`config.mk`:
```
export PLATFORM = sky130hd
export DESIGN_NAME = fifo_with_delete_by_id_top_flat
export DESIGN_NICKNAME = d
export VERILOG_FILES = /design/src/rtl/fwd_pkg.sv /design/src/rtl/fwd_req_if.sv /design/src/rtl/fwd_rsp_if.sv /design/src/rtl/fifo_with_delete_by_id_top.sv /design/src/rtl/fwd_cell.sv /design/src/rtl/fwd_ctrl.sv /design/src/flat_wrapper.sv
export SDC_FILE = /design/constraint.sdc
export NUM_CORES = 2
export LEC_CHECK = 0
export BUFFER_PORTS_ARGS = -buffer_cell sky130_fd_sc_hd__buf_2
export CORE_AREA = 10 10 267 269
export DETAILED_ROUTE_END_ITERATION = 10
export DIE_AREA = 0 0 277 279
export GPL_TIMING_DRIVEN = 0
export PLACE_DENSITY = 0.74
export SYNTH_ARGS = -nofsm -noshare
export SYNTH_HDL_FRONTEND = slang
export SYNTH_SLANG_ARGS = --single-unit
```
`constraint.sdc`:
```
create_clock -name clock -period 17.4 [get_ports clock]
set_input_delay 1.74 -clock clock [delete_from_list [all_inputs] [get_ports clock]]
set_output_delay 1.74 -clock clock [all_outputs]
set_load 0.05 [all_outputs]
```
`src/rtl/fwd_pkg.sv`:
```
// Package for the FIFO with delete by identifier.
// Holds default sizes, command and status codes, cell operations and sequencer states.
// No dependencies.
`default_nettype none

package fwd_pkg;

   localparam int DEPTH_DEF     = 16;
   localparam int ID_BITS_DEF   = 16;
   localparam int TIME_BITS_DEF = 16;

   typedef enum logic [1:0] {
      CMD_ADD    = 2'd0,
      CMD_SERVE  = 2'd1,
      CMD_LIST   = 2'd2,
      CMD_DELETE = 2'd3
   } cmd_type;

   typedef enum logic [2:0] {
      STAT_ADDED     = 3'd0,
      STAT_SERVED    = 3'd1,
      STAT_LISTED    = 3'd2,
      STAT_EMPTY     = 3'd3,
      STAT_DELETED   = 3'd4,
      STAT_NOT_FOUND = 3'd5,
      STAT_FULL      = 3'd6
   } status_type;

   typedef enum logic [1:0] {
      OP_HOLD   = 2'd0,
      OP_LOAD   = 2'd1,
      OP_SHIFT  = 2'd2,
      OP_ROTATE = 2'd3
   } cell_op_type;

   typedef enum logic [1:0] {
      ST_IDLE   = 2'd0,
      ST_LIST   = 2'd1,
      ST_DELETE = 2'd2
   } state_type;

endpackage

`default_nettype wire

```
`src/rtl/fwd_req_if.sv`:
```
// Request channel: command word with valid/ready.
// Depends on nothing; widths set by parameters.
`default_nettype none

interface fwd_req_if #(
   parameter int ID_BITS   = 16,
   parameter int TIME_BITS = 16
);
   logic                 valid;
   logic                 ready;
   logic [1:0]           cmd;
   logic [TIME_BITS-1:0] service_minutes;
   logic [ID_BITS-1:0]   target_id;

   modport source (output valid, cmd, service_minutes, target_id, input ready);
   modport sink   (input valid, cmd, service_minutes, target_id, output ready);
endinterface

`default_nettype wire

```
`src/rtl/fwd_rsp_if.sv`:
```
// Response channel: result word with valid/ready.
// Depends on nothing; widths set by parameters.
`default_nettype none

interface fwd_rsp_if #(
   parameter int ID_BITS   = 16,
   parameter int TIME_BITS = 16
);
   logic                 valid;
   logic                 ready;
   logic [2:0]           status;
   logic [ID_BITS-1:0]   entry_id;
   logic [TIME_BITS-1:0] entry_minutes;
   logic                 last;

   modport source (output valid, status, entry_id, entry_minutes, last, input ready);
   modport sink   (input valid, status, entry_id, entry_minutes, last, output ready);
endinterface

`default_nettype wire

```
`src/rtl/fifo_with_delete_by_id_top.sv`:
```
// Add and serve: result word registered the cycle after acceptance.
// Full, empty and not-found answers: likewise registered the cycle after acceptance.
// List of n entries: one word and chain rotation per cycle after acceptance, unless stalled.
// Delete with a match among n entries: one chain step per entry; removals wait on output stalls.
// Commands taken once a pass is done and the output is free; up to one command per cycle.
// Synchronous reset clears cell valid bits, occupancy and sets the identifier counter to one.
`default_nettype none

module fifo_with_delete_by_id_top #(
   parameter int DEPTH     = fwd_pkg::DEPTH_DEF,
   parameter int ID_BITS   = fwd_pkg::ID_BITS_DEF,
   parameter int TIME_BITS = fwd_pkg::TIME_BITS_DEF
) (
   input  wire logic clock,
   input  wire logic reset,
   fwd_req_if.sink   req_ch,
   fwd_rsp_if.source rsp_ch
);

   fwd_pkg::cell_op_type cell_op;
   logic [ID_BITS-1:0]   target_id;
   logic [ID_BITS-1:0]   new_id;
   logic [TIME_BITS-1:0] new_minutes;

   logic [DEPTH-1:0]     valid_w;
   logic [DEPTH-1:0]     match_w;
   logic [ID_BITS-1:0]   id_w  [DEPTH];
   logic [TIME_BITS-1:0] min_w [DEPTH];

   fwd_ctrl #(
      .DEPTH     (DEPTH),
      .ID_BITS   (ID_BITS),
      .TIME_BITS (TIME_BITS)
   ) u_ctrl (
      .clock        (clock),
      .reset        (reset),
      .req_ch       (req_ch),
      .rsp_ch       (rsp_ch),
      .head_valid   (valid_w[0]),
      .tail_valid   (valid_w[DEPTH-1]),
      .head_id      (id_w[0]),
      .head_minutes (min_w[0]),
      .match_vec    (match_w),
      .cell_op      (cell_op),
      .target_id    (target_id),
      .new_id       (new_id),
      .new_minutes  (new_minutes)
   );

   for (genvar i = 0; i < DEPTH; i++) begin : g_cell
      logic                 prev_valid;
      logic                 next_valid;
      logic [ID_BITS-1:0]   next_id;
      logic [TIME_BITS-1:0] next_minutes;

      if (i == 0) begin : g_first
         assign prev_valid = 1'b1;
      end else begin : g_prev
         assign prev_valid = valid_w[i-1];
      end

      if (i == DEPTH - 1) begin : g_last
         assign next_valid   = 1'b0;
         assign next_id      = '0;
         assign next_minutes = '0;
      end else begin : g_next
         assign next_valid   = valid_w[i+1];
         assign next_id      = id_w[i+1];
         assign next_minutes = min_w[i+1];
      end

      fwd_cell #(
         .ID_BITS   (ID_BITS),
         .TIME_BITS (TIME_BITS)
      ) u_cell (
         .clock        (clock),
         .reset        (reset),
         .op           (cell_op),
         .new_id       (new_id),
         .new_minutes  (new_minutes),
         .target_id    (target_id),
         .prev_valid   (prev_valid),
         .next_valid   (next_valid),
         .next_id      (next_id),
         .next_minutes (next_minutes),
         .head_id      (id_w[0]),
         .head_minutes (min_w[0]),
         .valid        (valid_w[i]),
         .id           (id_w[i]),
         .minutes      (min_w[i]),
         .match        (match_w[i])
      );
   end

endmodule

`default_nettype wire

```
`src/rtl/fwd_cell.sv`:
```
// One storage cell of the entry chain: identifier, service time, valid bit.
// Depends on fwd_pkg (cell operations).
`default_nettype none

module fwd_cell #(
   parameter int ID_BITS   = fwd_pkg::ID_BITS_DEF,
   parameter int TIME_BITS = fwd_pkg::TIME_BITS_DEF
) (
   input  wire logic                  clock,
   input  wire logic                  reset,
   input  wire fwd_pkg::cell_op_type  op,
   input  wire logic [ID_BITS-1:0]    new_id,
   input  wire logic [TIME_BITS-1:0]  new_minutes,
   input  wire logic [ID_BITS-1:0]    target_id,
   input  wire logic                  prev_valid,
   input  wire logic                  next_valid,
   input  wire logic [ID_BITS-1:0]    next_id,
   input  wire logic [TIME_BITS-1:0]  next_minutes,
   input  wire logic [ID_BITS-1:0]    head_id,
   input  wire logic [TIME_BITS-1:0]  head_minutes,
   output logic                       valid,
   output logic [ID_BITS-1:0]         id,
   output logic [TIME_BITS-1:0]       minutes,
   output logic                       match
);

   logic                 valid_ff, valid_in;
   logic [ID_BITS-1:0]   id_ff, id_in;
   logic [TIME_BITS-1:0] minutes_ff, minutes_in;

   always_comb begin
      valid_in   = valid_ff;
      id_in      = id_ff;
      minutes_in = minutes_ff;
      case (op)
         fwd_pkg::OP_LOAD: begin
            if (!valid_ff && prev_valid) begin
               valid_in   = 1'b1;
               id_in      = new_id;
               minutes_in = new_minutes;
            end
         end
         fwd_pkg::OP_SHIFT: begin
            valid_in   = next_valid;
            id_in      = next_id;
            minutes_in = next_minutes;
         end
         fwd_pkg::OP_ROTATE: begin
            // last valid cell takes the head word, the valid cells before it move up
            if (next_valid) begin
               id_in      = next_id;
               minutes_in = next_minutes;
            end else if (valid_ff) begin
               id_in      = head_id;
               minutes_in = head_minutes;
            end
         end
         default: begin
         end
      endcase
   end

   always_ff @(posedge clock) begin
      if (reset) begin
         valid_ff <= 1'b0;
      end else begin
         valid_ff <= valid_in;
      end
   end

   always_ff @(posedge clock) begin
      id_ff      <= id_in;
      minutes_ff <= minutes_in;
   end

   assign valid   = valid_ff;
   assign id      = id_ff;
   assign minutes = minutes_ff;
   assign match   = valid_ff && (id_ff == target_id);

endmodule

`default_nettype wire

```
`src/rtl/fwd_ctrl.sv`:
```
// Sequencer and result register: decodes commands, drives the cell chain, steps list and delete
// passes one entry per cycle unless a result word is held up. Depends on fwd_pkg, fwd_req_if, fwd_rsp_if.
`default_nettype none

module fwd_ctrl #(
   parameter int DEPTH     = fwd_pkg::DEPTH_DEF,
   parameter int ID_BITS   = fwd_pkg::ID_BITS_DEF,
   parameter int TIME_BITS = fwd_pkg::TIME_BITS_DEF
) (
   input  wire logic                 clock,
   input  wire logic                 reset,
   fwd_req_if.sink                   req_ch,
   fwd_rsp_if.source                 rsp_ch,
   input  wire logic                 head_valid,
   input  wire logic                 tail_valid,
   input  wire logic [ID_BITS-1:0]   head_id,
   input  wire logic [TIME_BITS-1:0] head_minutes,
   input  wire logic [DEPTH-1:0]     match_vec,
   output fwd_pkg::cell_op_type      cell_op,
   output logic [ID_BITS-1:0]        target_id,
   output logic [ID_BITS-1:0]        new_id,
   output logic [TIME_BITS-1:0]      new_minutes
);

   localparam int OCC_W = $clog2(DEPTH + 1);

   fwd_pkg::state_type   state_ff, state_in;
   logic [OCC_W-1:0]     occ_ff, occ_in;
   logic [OCC_W-1:0]     step_ff, step_in;
   logic [ID_BITS-1:0]   ctr_ff, ctr_in;
   logic [ID_BITS-1:0]   target_ff, target_in;

   logic                 rsp_valid_ff;
   fwd_pkg::status_type  status_ff;
   logic [ID_BITS-1:0]   eid_ff;
   logic [TIME_BITS-1:0] emin_ff;
   logic                 elast_ff;

   logic                 out_free;
   logic                 emit;
   fwd_pkg::status_type  e_status;
   logic [ID_BITS-1:0]   e_id;
   logic [TIME_BITS-1:0] e_min;
   logic                 e_last;
   logic                 more_matches;

   assign out_free     = !rsp_valid_ff || rsp_ch.ready;
   assign more_matches = |match_vec[DEPTH-1:1];

   always_comb begin
      state_in     = state_ff;
      occ_in       = occ_ff;
      step_in      = step_ff;
      ctr_in       = ctr_ff;
      target_in    = target_ff;
      cell_op      = fwd_pkg::OP_HOLD;
      emit         = 1'b0;
      e_status     = fwd_pkg::STAT_EMPTY;
      e_id         = '0;
      e_min        = '0;
      e_last       = 1'b0;
      req_ch.ready = 1'b0;
      case (state_ff)
         fwd_pkg::ST_IDLE: begin
            req_ch.ready = out_free;
            if (req_ch.valid && out_free) begin
               case (fwd_pkg::cmd_type'(req_ch.cmd))
                  fwd_pkg::CMD_ADD: begin
                     emit   = 1'b1;
                     e_last = 1'b1;
                     if (tail_valid) begin
                        e_status = fwd_pkg::STAT_FULL;
                     end else begin
                        cell_op  = fwd_pkg::OP_LOAD;
                        e_status = fwd_pkg::STAT_ADDED;
                        e_id     = ctr_ff;
                        occ_in   = occ_ff + OCC_W'(1);
                        ctr_in   = (&ctr_ff) ? ID_BITS'(1) : ctr_ff + ID_BITS'(1);
                     end
                  end
                  fwd_pkg::CMD_SERVE: begin
                     emit   = 1'b1;
                     e_last = 1'b1;
                     if (head_valid) begin
                        cell_op  = fwd_pkg::OP_SHIFT;
                        e_status = fwd_pkg::STAT_SERVED;
                        e_id     = head_id;
                        e_min    = head_minutes;
                        occ_in   = occ_ff - OCC_W'(1);
                     end
                  end
                  fwd_pkg::CMD_LIST: begin
                     if (head_valid) begin
                        step_in  = occ_ff;
                        state_in = fwd_pkg::ST_LIST;
                     end else begin
                        emit   = 1'b1;
                        e_last = 1'b1;
                     end
                  end
                  fwd_pkg::CMD_DELETE: begin
                     if (|match_vec) begin
                        target_in = req_ch.target_id;
                        step_in   = occ_ff;
                        state_in  = fwd_pkg::ST_DELETE;
                     end else begin
                        emit     = 1'b1;
                        e_last   = 1'b1;
                        e_status = fwd_pkg::STAT_NOT_FOUND;
                     end
                  end
                  default: begin
                  end
               endcase
            end
         end
         fwd_pkg::ST_LIST: begin
            if (out_free) begin
               cell_op  = fwd_pkg::OP_ROTATE;
               emit     = 1'b1;
               e_status = fwd_pkg::STAT_LISTED;
               e_id     = head_id;
               e_min    = head_minutes;
               e_last   = (step_ff == OCC_W'(1));
               step_in  = step_ff - OCC_W'(1);
               if (e_last) begin
                  state_in = fwd_pkg::ST_IDLE;
               end
            end
         end
         fwd_pkg::ST_DELETE: begin
            // head is always the next unvisited entry: drop it or send it to the tail
            if (match_vec[0]) begin
               if (out_free) begin
                  cell_op  = fwd_pkg::OP_SHIFT;
                  emit     = 1'b1;
                  e_status = fwd_pkg::STAT_DELETED;
                  e_id     = head_id;
                  e_min    = head_minutes;
                  e_last   = !more_matches;
                  occ_in   = occ_ff - OCC_W'(1);
                  step_in  = step_ff - OCC_W'(1);
                  if (step_ff == OCC_W'(1)) begin
                     state_in = fwd_pkg::ST_IDLE;
                  end
               end
            end else begin
               cell_op = fwd_pkg::OP_ROTATE;
               step_in = step_ff - OCC_W'(1);
               if (step_ff == OCC_W'(1)) begin
                  state_in = fwd_pkg::ST_IDLE;
               end
            end
         end
         default: begin
            state_in = fwd_pkg::ST_IDLE;
         end
      endcase
   end

   always_ff @(posedge clock) begin
      if (reset) begin
         state_ff     <= fwd_pkg::ST_IDLE;
         occ_ff       <= '0;
         step_ff      <= '0;
         ctr_ff       <= ID_BITS'(1);
         rsp_valid_ff <= 1'b0;
      end else begin
         state_ff <= state_in;
         occ_ff   <= occ_in;
         step_ff  <= step_in;
         ctr_ff   <= ctr_in;
         if (emit) begin
            rsp_valid_ff <= 1'b1;
         end else if (rsp_ch.ready) begin
            rsp_valid_ff <= 1'b0;
         end
      end
   end

   always_ff @(posedge clock) begin
      target_ff <= target_in;
      if (emit) begin
         status_ff <= e_status;
         eid_ff    <= e_id;
         emin_ff   <= e_min;
         elast_ff  <= e_last;
      end
   end

   assign target_id   = (state_ff == fwd_pkg::ST_IDLE) ? req_ch.target_id : target_ff;
   assign new_id      = ctr_ff;
   assign new_minutes = req_ch.service_minutes;

   assign rsp_ch.valid         = rsp_valid_ff;
   assign rsp_ch.status        = status_ff;
   assign rsp_ch.entry_id      = eid_ff;
   assign rsp_ch.entry_minutes = emin_ff;
   assign rsp_ch.last          = elast_ff;

`ifndef NO_ASSERTIONS
   a_occ_empty: assert property (@(posedge clock) disable iff (reset)
      (occ_ff == '0) == !head_valid)
      else $error("occupancy disagrees with head valid bit");

   a_occ_full: assert property (@(posedge clock) disable iff (reset)
      (occ_ff == OCC_W'(DEPTH)) == tail_valid)
      else $error("occupancy disagrees with tail valid bit");

   a_list_steps: assert property (@(posedge clock) disable iff (reset)
      (state_ff == fwd_pkg::ST_LIST) |-> (step_ff != '0) && (step_ff <= occ_ff))
      else $error("list pass step count out of range");

   a_del_steps: assert property (@(posedge clock) disable iff (reset)
      (state_ff == fwd_pkg::ST_DELETE) |-> (step_ff != '0) && (step_ff <= occ_ff))
      else $error("delete pass step count out of range");
`endif

endmodule

`default_nettype wire

```
`src/flat_wrapper.sv`:
```
// flat-port wrapper written by rule: the top's interface ports become plain ports
module fifo_with_delete_by_id_top_flat 
#(
   parameter int DEPTH     = fwd_pkg::DEPTH_DEF,
   parameter int ID_BITS   = fwd_pkg::ID_BITS_DEF,
   parameter int TIME_BITS = fwd_pkg::TIME_BITS_DEF
)
  (clock, reset, req_ch_valid, req_ch_cmd, req_ch_service_minutes, req_ch_target_id, req_ch_ready, rsp_ch_valid, rsp_ch_status, rsp_ch_entry_id, rsp_ch_entry_minutes, rsp_ch_last, rsp_ch_ready);
  fwd_req_if #(.ID_BITS(ID_BITS), .TIME_BITS(TIME_BITS)) req_ch_i ();
  fwd_rsp_if #(.ID_BITS(ID_BITS), .TIME_BITS(TIME_BITS)) rsp_ch_i ();
  input  wire logic clock;
  input  wire logic reset;
  input wire logic [$bits(req_ch_i.valid)-1:0] req_ch_valid;
  input wire logic [$bits(req_ch_i.cmd)-1:0] req_ch_cmd;
  input wire logic [$bits(req_ch_i.service_minutes)-1:0] req_ch_service_minutes;
  input wire logic [$bits(req_ch_i.target_id)-1:0] req_ch_target_id;
  output wire logic [$bits(req_ch_i.ready)-1:0] req_ch_ready;
  output wire logic [$bits(rsp_ch_i.valid)-1:0] rsp_ch_valid;
  output wire logic [$bits(rsp_ch_i.status)-1:0] rsp_ch_status;
  output wire logic [$bits(rsp_ch_i.entry_id)-1:0] rsp_ch_entry_id;
  output wire logic [$bits(rsp_ch_i.entry_minutes)-1:0] rsp_ch_entry_minutes;
  output wire logic [$bits(rsp_ch_i.last)-1:0] rsp_ch_last;
  input wire logic [$bits(rsp_ch_i.ready)-1:0] rsp_ch_ready;
  assign req_ch_i.valid = req_ch_valid;
  assign req_ch_i.cmd = req_ch_cmd;
  assign req_ch_i.service_minutes = req_ch_service_minutes;
  assign req_ch_i.target_id = req_ch_target_id;
  assign req_ch_ready = req_ch_i.ready;
  assign rsp_ch_valid = rsp_ch_i.valid;
  assign rsp_ch_status = rsp_ch_i.status;
  assign rsp_ch_entry_id = rsp_ch_i.entry_id;
  assign rsp_ch_entry_minutes = rsp_ch_i.entry_minutes;
  assign rsp_ch_last = rsp_ch_i.last;
  assign rsp_ch_i.ready = rsp_ch_ready;
  fifo_with_delete_by_id_top #(.DEPTH(DEPTH), .ID_BITS(ID_BITS), .TIME_BITS(TIME_BITS)) u_core (.clock(clock), .reset(reset), .req_ch(req_ch_i), .rsp_ch(rsp_ch_i));
endmodule
```
==> metrics.cfg <==
[run_status]
status = finished clean

[power]
vdd_drop_max_v = 0.0000810
total_power_mw = 3.84
powerDensity_nw_per_um2 = 95.6
p_leak_nw = 13.3

[sta]
rsz0062_at_grt = false
relSlewSlack = 0.0308
clock_skew_ns = 0.0317
slew_violations = 0
min_period_over_period = 0.499
finalHoldViolCount = 0
setup_viol = 0
max_freq_mhz = 115
tns_ns = 0
worst_pin_slew_ns = 1.43
period_needed_ns = 8.68

[critical_path]
rr_worst_depth = 18
crit_path_frequent_cell = clkbuf_1
cp-endpoint = u_core.g_cell[9].u_cell.id[14]
path_max_fanout = 10
worst_setup_path_end_kind = flop
reg2reg_from = u_core.u_ctrl.state_ff[1]
cp.arrival_ns = 9.16
slowest_delay_ns = 1.10
regToRegSetupSlack_ns = 9.02
cp_slowest_cell = clkbuf_1
startpoint_type = input port
path_cells = buf_2 > mux2i_2 > xnor2_1 > nor4_1 > nand4_1 > o22ai_1 > a21o_1 > inv_1 > ha_1 > clkbuf_1 > nor2_1 > clkbuf_1 > and2_1 > clkbuf_1 > clkbuf_1 > a221o_1
worstPathRequired_ns = 17.88
reg2reg_to = u_core.g_cell[9].u_cell.id[14]
critPathKind = in -> reg
crit_start = req_ch_target_id[12]

[logic_synthesis]
ys.warnings.count = 0
synth.top_cells.by_area = edfxtp_1 47%, mux2_2 14%, a221o_1 13%
syn_area_per_cell_um2 = 12.8
synth_area_leader_cell = edfxtp_1
synth.net_count = 2853
syn-cell-area_um2 = 35800
synth-edff-count = 564
yosysUniqueCellTypes = 62
synth-seq-area-share = 0.498
synth_top_area_share = 0.473
async_flop_share = 0
synth_seq_cells = 609
syn-instance-count = 2801
ys.flop_type = edfxtp_1

[place]
dp.cells = 3767
gp_congestion = 1.04
hpwl_um = 104000
io_buffers = 75
postPlaceCellArea_um2 = 38000

[finish]
final_nets = 3026
utilization = 0.612
multi_input_area_um2 = 16700
stdcell_count = 3894
nFillCells = 5130
fin_area_um2 = 40200
regArea_um2 = 17800
syn_to_final_growth_pct = 12.3
drive_gt1_frac = 0.243

[global_routing]
overflow = 0
grt_first_pass_wirelength_um = 201000
antenna_found_initial = 1
grt_pass1_vias = 27500
grt_usage = 0.355
grt_max_degree = 33

[clock_network]
hold_buffers = 0
h-tree-depth = 3
post_cts_resized = 0
cts_buffers = 69
root_buffer = clkbuf_16
clk_path_buf_depth = 3
insertion_delay_ns = 0.66
clock_sinks = 609
cts_tree = built
postCtsSetupBuffers = 0
cts.clk_slew.worst_paths_ns = 0.06

[routing]
drt-total-wl_um = 143000
dr.first_iter.drc_count = 4961
postRouteAntennaNets = 0
via_per_inst = 7.44
routedWlPerCell_um = 36.8
dr.pass1.iters = 6
num_vias = 29000
drc_errors = 0

[floorplanning]
dieWidth_um = 277
die_y_um = 279
die_area_um2 = 77300
initial_core_util = 0.545
coreArea_um2 = 65600
rows = 94
ios = 76

[job]
cap_violations = 0

[min_path]
hp-class = reg -> reg

==> worst min path at each step <==
stage                        startpoint                       end  slack [ns]  cells past startpoint
3_3_place_gp   u_core.u_ctrl.step_ff[1]  u_core.u_ctrl.step_ff[1]        0.49                      2
5_1_grt        u_core.u_ctrl.step_ff[1]  u_core.u_ctrl.step_ff[1]        0.55                      2
6_report       u_core.u_ctrl.step_ff[1]  u_core.u_ctrl.step_ff[1]        0.50                      2
2_1_floorplan  u_core.u_ctrl.step_ff[1]  u_core.u_ctrl.step_ff[1]        0.46                      2
4_1_cts        u_core.u_ctrl.step_ff[1]  u_core.u_ctrl.step_ff[1]        0.50                      2
3_5_place_dp   u_core.u_ctrl.step_ff[1]  u_core.u_ctrl.step_ff[1]        0.49                      2
==> cells in the mapped netlist, types with 21 or more instances <==
cell type	number
nand2_1	52
nor2_1	71
a221o_1	449
and2_1	49
nand3b_1	33
nor4_1	98
edfxtp_1	564
dfxtp_1	45
o21ai_0	21
mux2_2	448
xnor2_1	245
nand4_1	43
nor3_1	23
inv_1	27
a21o_1	67
a21oi_1	33
clkbuf_1	287
==> sequential cells by signal, summed over array words and instances, names as in the netlist, 2 cells and up <==
register                            count
u_core.g_cell.u_cell.id               256
u_core.g_cell.u_cell.minutes          256
u_core.g_cell.u_cell.valid             16
u_core.u_ctrl.new_id                   16
u_core.u_ctrl.rsp_ch.entry_id          16
u_core.u_ctrl.rsp_ch.entry_minutes     16
u_core.u_ctrl.target_ff                16
u_core.u_ctrl.occ_ff                    5
u_core.u_ctrl.step_ff                   5
u_core.u_ctrl.rsp_ch.status             3
u_core.u_ctrl.state_ff                  2
==> where the power goes <==
part           switching, mW  internal (mW)
sequential            0.0619           1.69
clock                  0.661          0.809
combinational          0.379          0.241
==> metrics by stage <==
step	worst slack, ns	hold slack, ns
after floorplan	10.34	0.465
after global placement	6.01	0.489
after detailed placement	8.67	0.490
after CTS	9.31	0.500
after global routing	8.95	0.546
final	8.72	0.498
==> routing by layer <==
layer,wire (µm),vias up,global-route usage
met3,15700,490,0.0796
met4,9650,2,0.212
li1,-,11700,-
met5,13,-,0
met2,63300,2342,0.543
met1,54800,14400,0.456
==> worst max-delay path, delay by kind of cell <==
kind / cells / cell delay [ns]
AO/OA/AOI/OAI: 3 / 1.20
XOR/XNOR: 1 / 0.31
adder cells (fa/ha/maj): 1 / 0.22
buffers and inverters: 6 / 2.64
multiplexers: 1 / 1.08
AND/OR/NAND/NOR: 4 / 1.89
==> layout make-up <==
| type | instances | share of cell area |
|---|---|---|
| clock buffer | 88 | 0.0460 |
| clock inverter | 38 | 0.00922 |
| timing repair buffer | 102 | 0.0224 |
| sequential | 609 | 0.444 |
| buffer | 331 | 0.0347 |
| antenna | 1 | 0.0000623 |
| multi-input combinational | 1834 | 0.414 |
| tap | 864 | 0.0269 |
| inverter | 27 | 0.00252 |
==> cells in the final DEF (no fill, tap or decap), types with 33 or more instances in the layout <==
cell	netlist	layout
mux2_2	448	448
a21o_1	67	67
nand2_1	52	52
edfxtp_1	564	564
buf_2	9	84
nand4_1	43	43
clkbuf_16	0	69
nor2_1	71	64
nand3b_1	33	33
and2_1	49	49
clkbuf_1	287	299
dfxtp_1	45	45
a221o_1	449	449
nor4_1	98	98
xnor2_1	245	245
==> kinds of logic (layout without fill, tap and decap cells) <==
family,after synthesis,after routing,share of synthesized area
compound gates,664,664,0.169
flops,609,609,0.498
mux,468,468,0.151
simple gates,411,411,0.0634
buf+inv,358,586,0.0417
xor+xnor,277,277,0.0718
fa+ha+maj,14,14,0.00489
other cells,0,1,0
No activity file was read; power rests on OpenSTA's default activity.
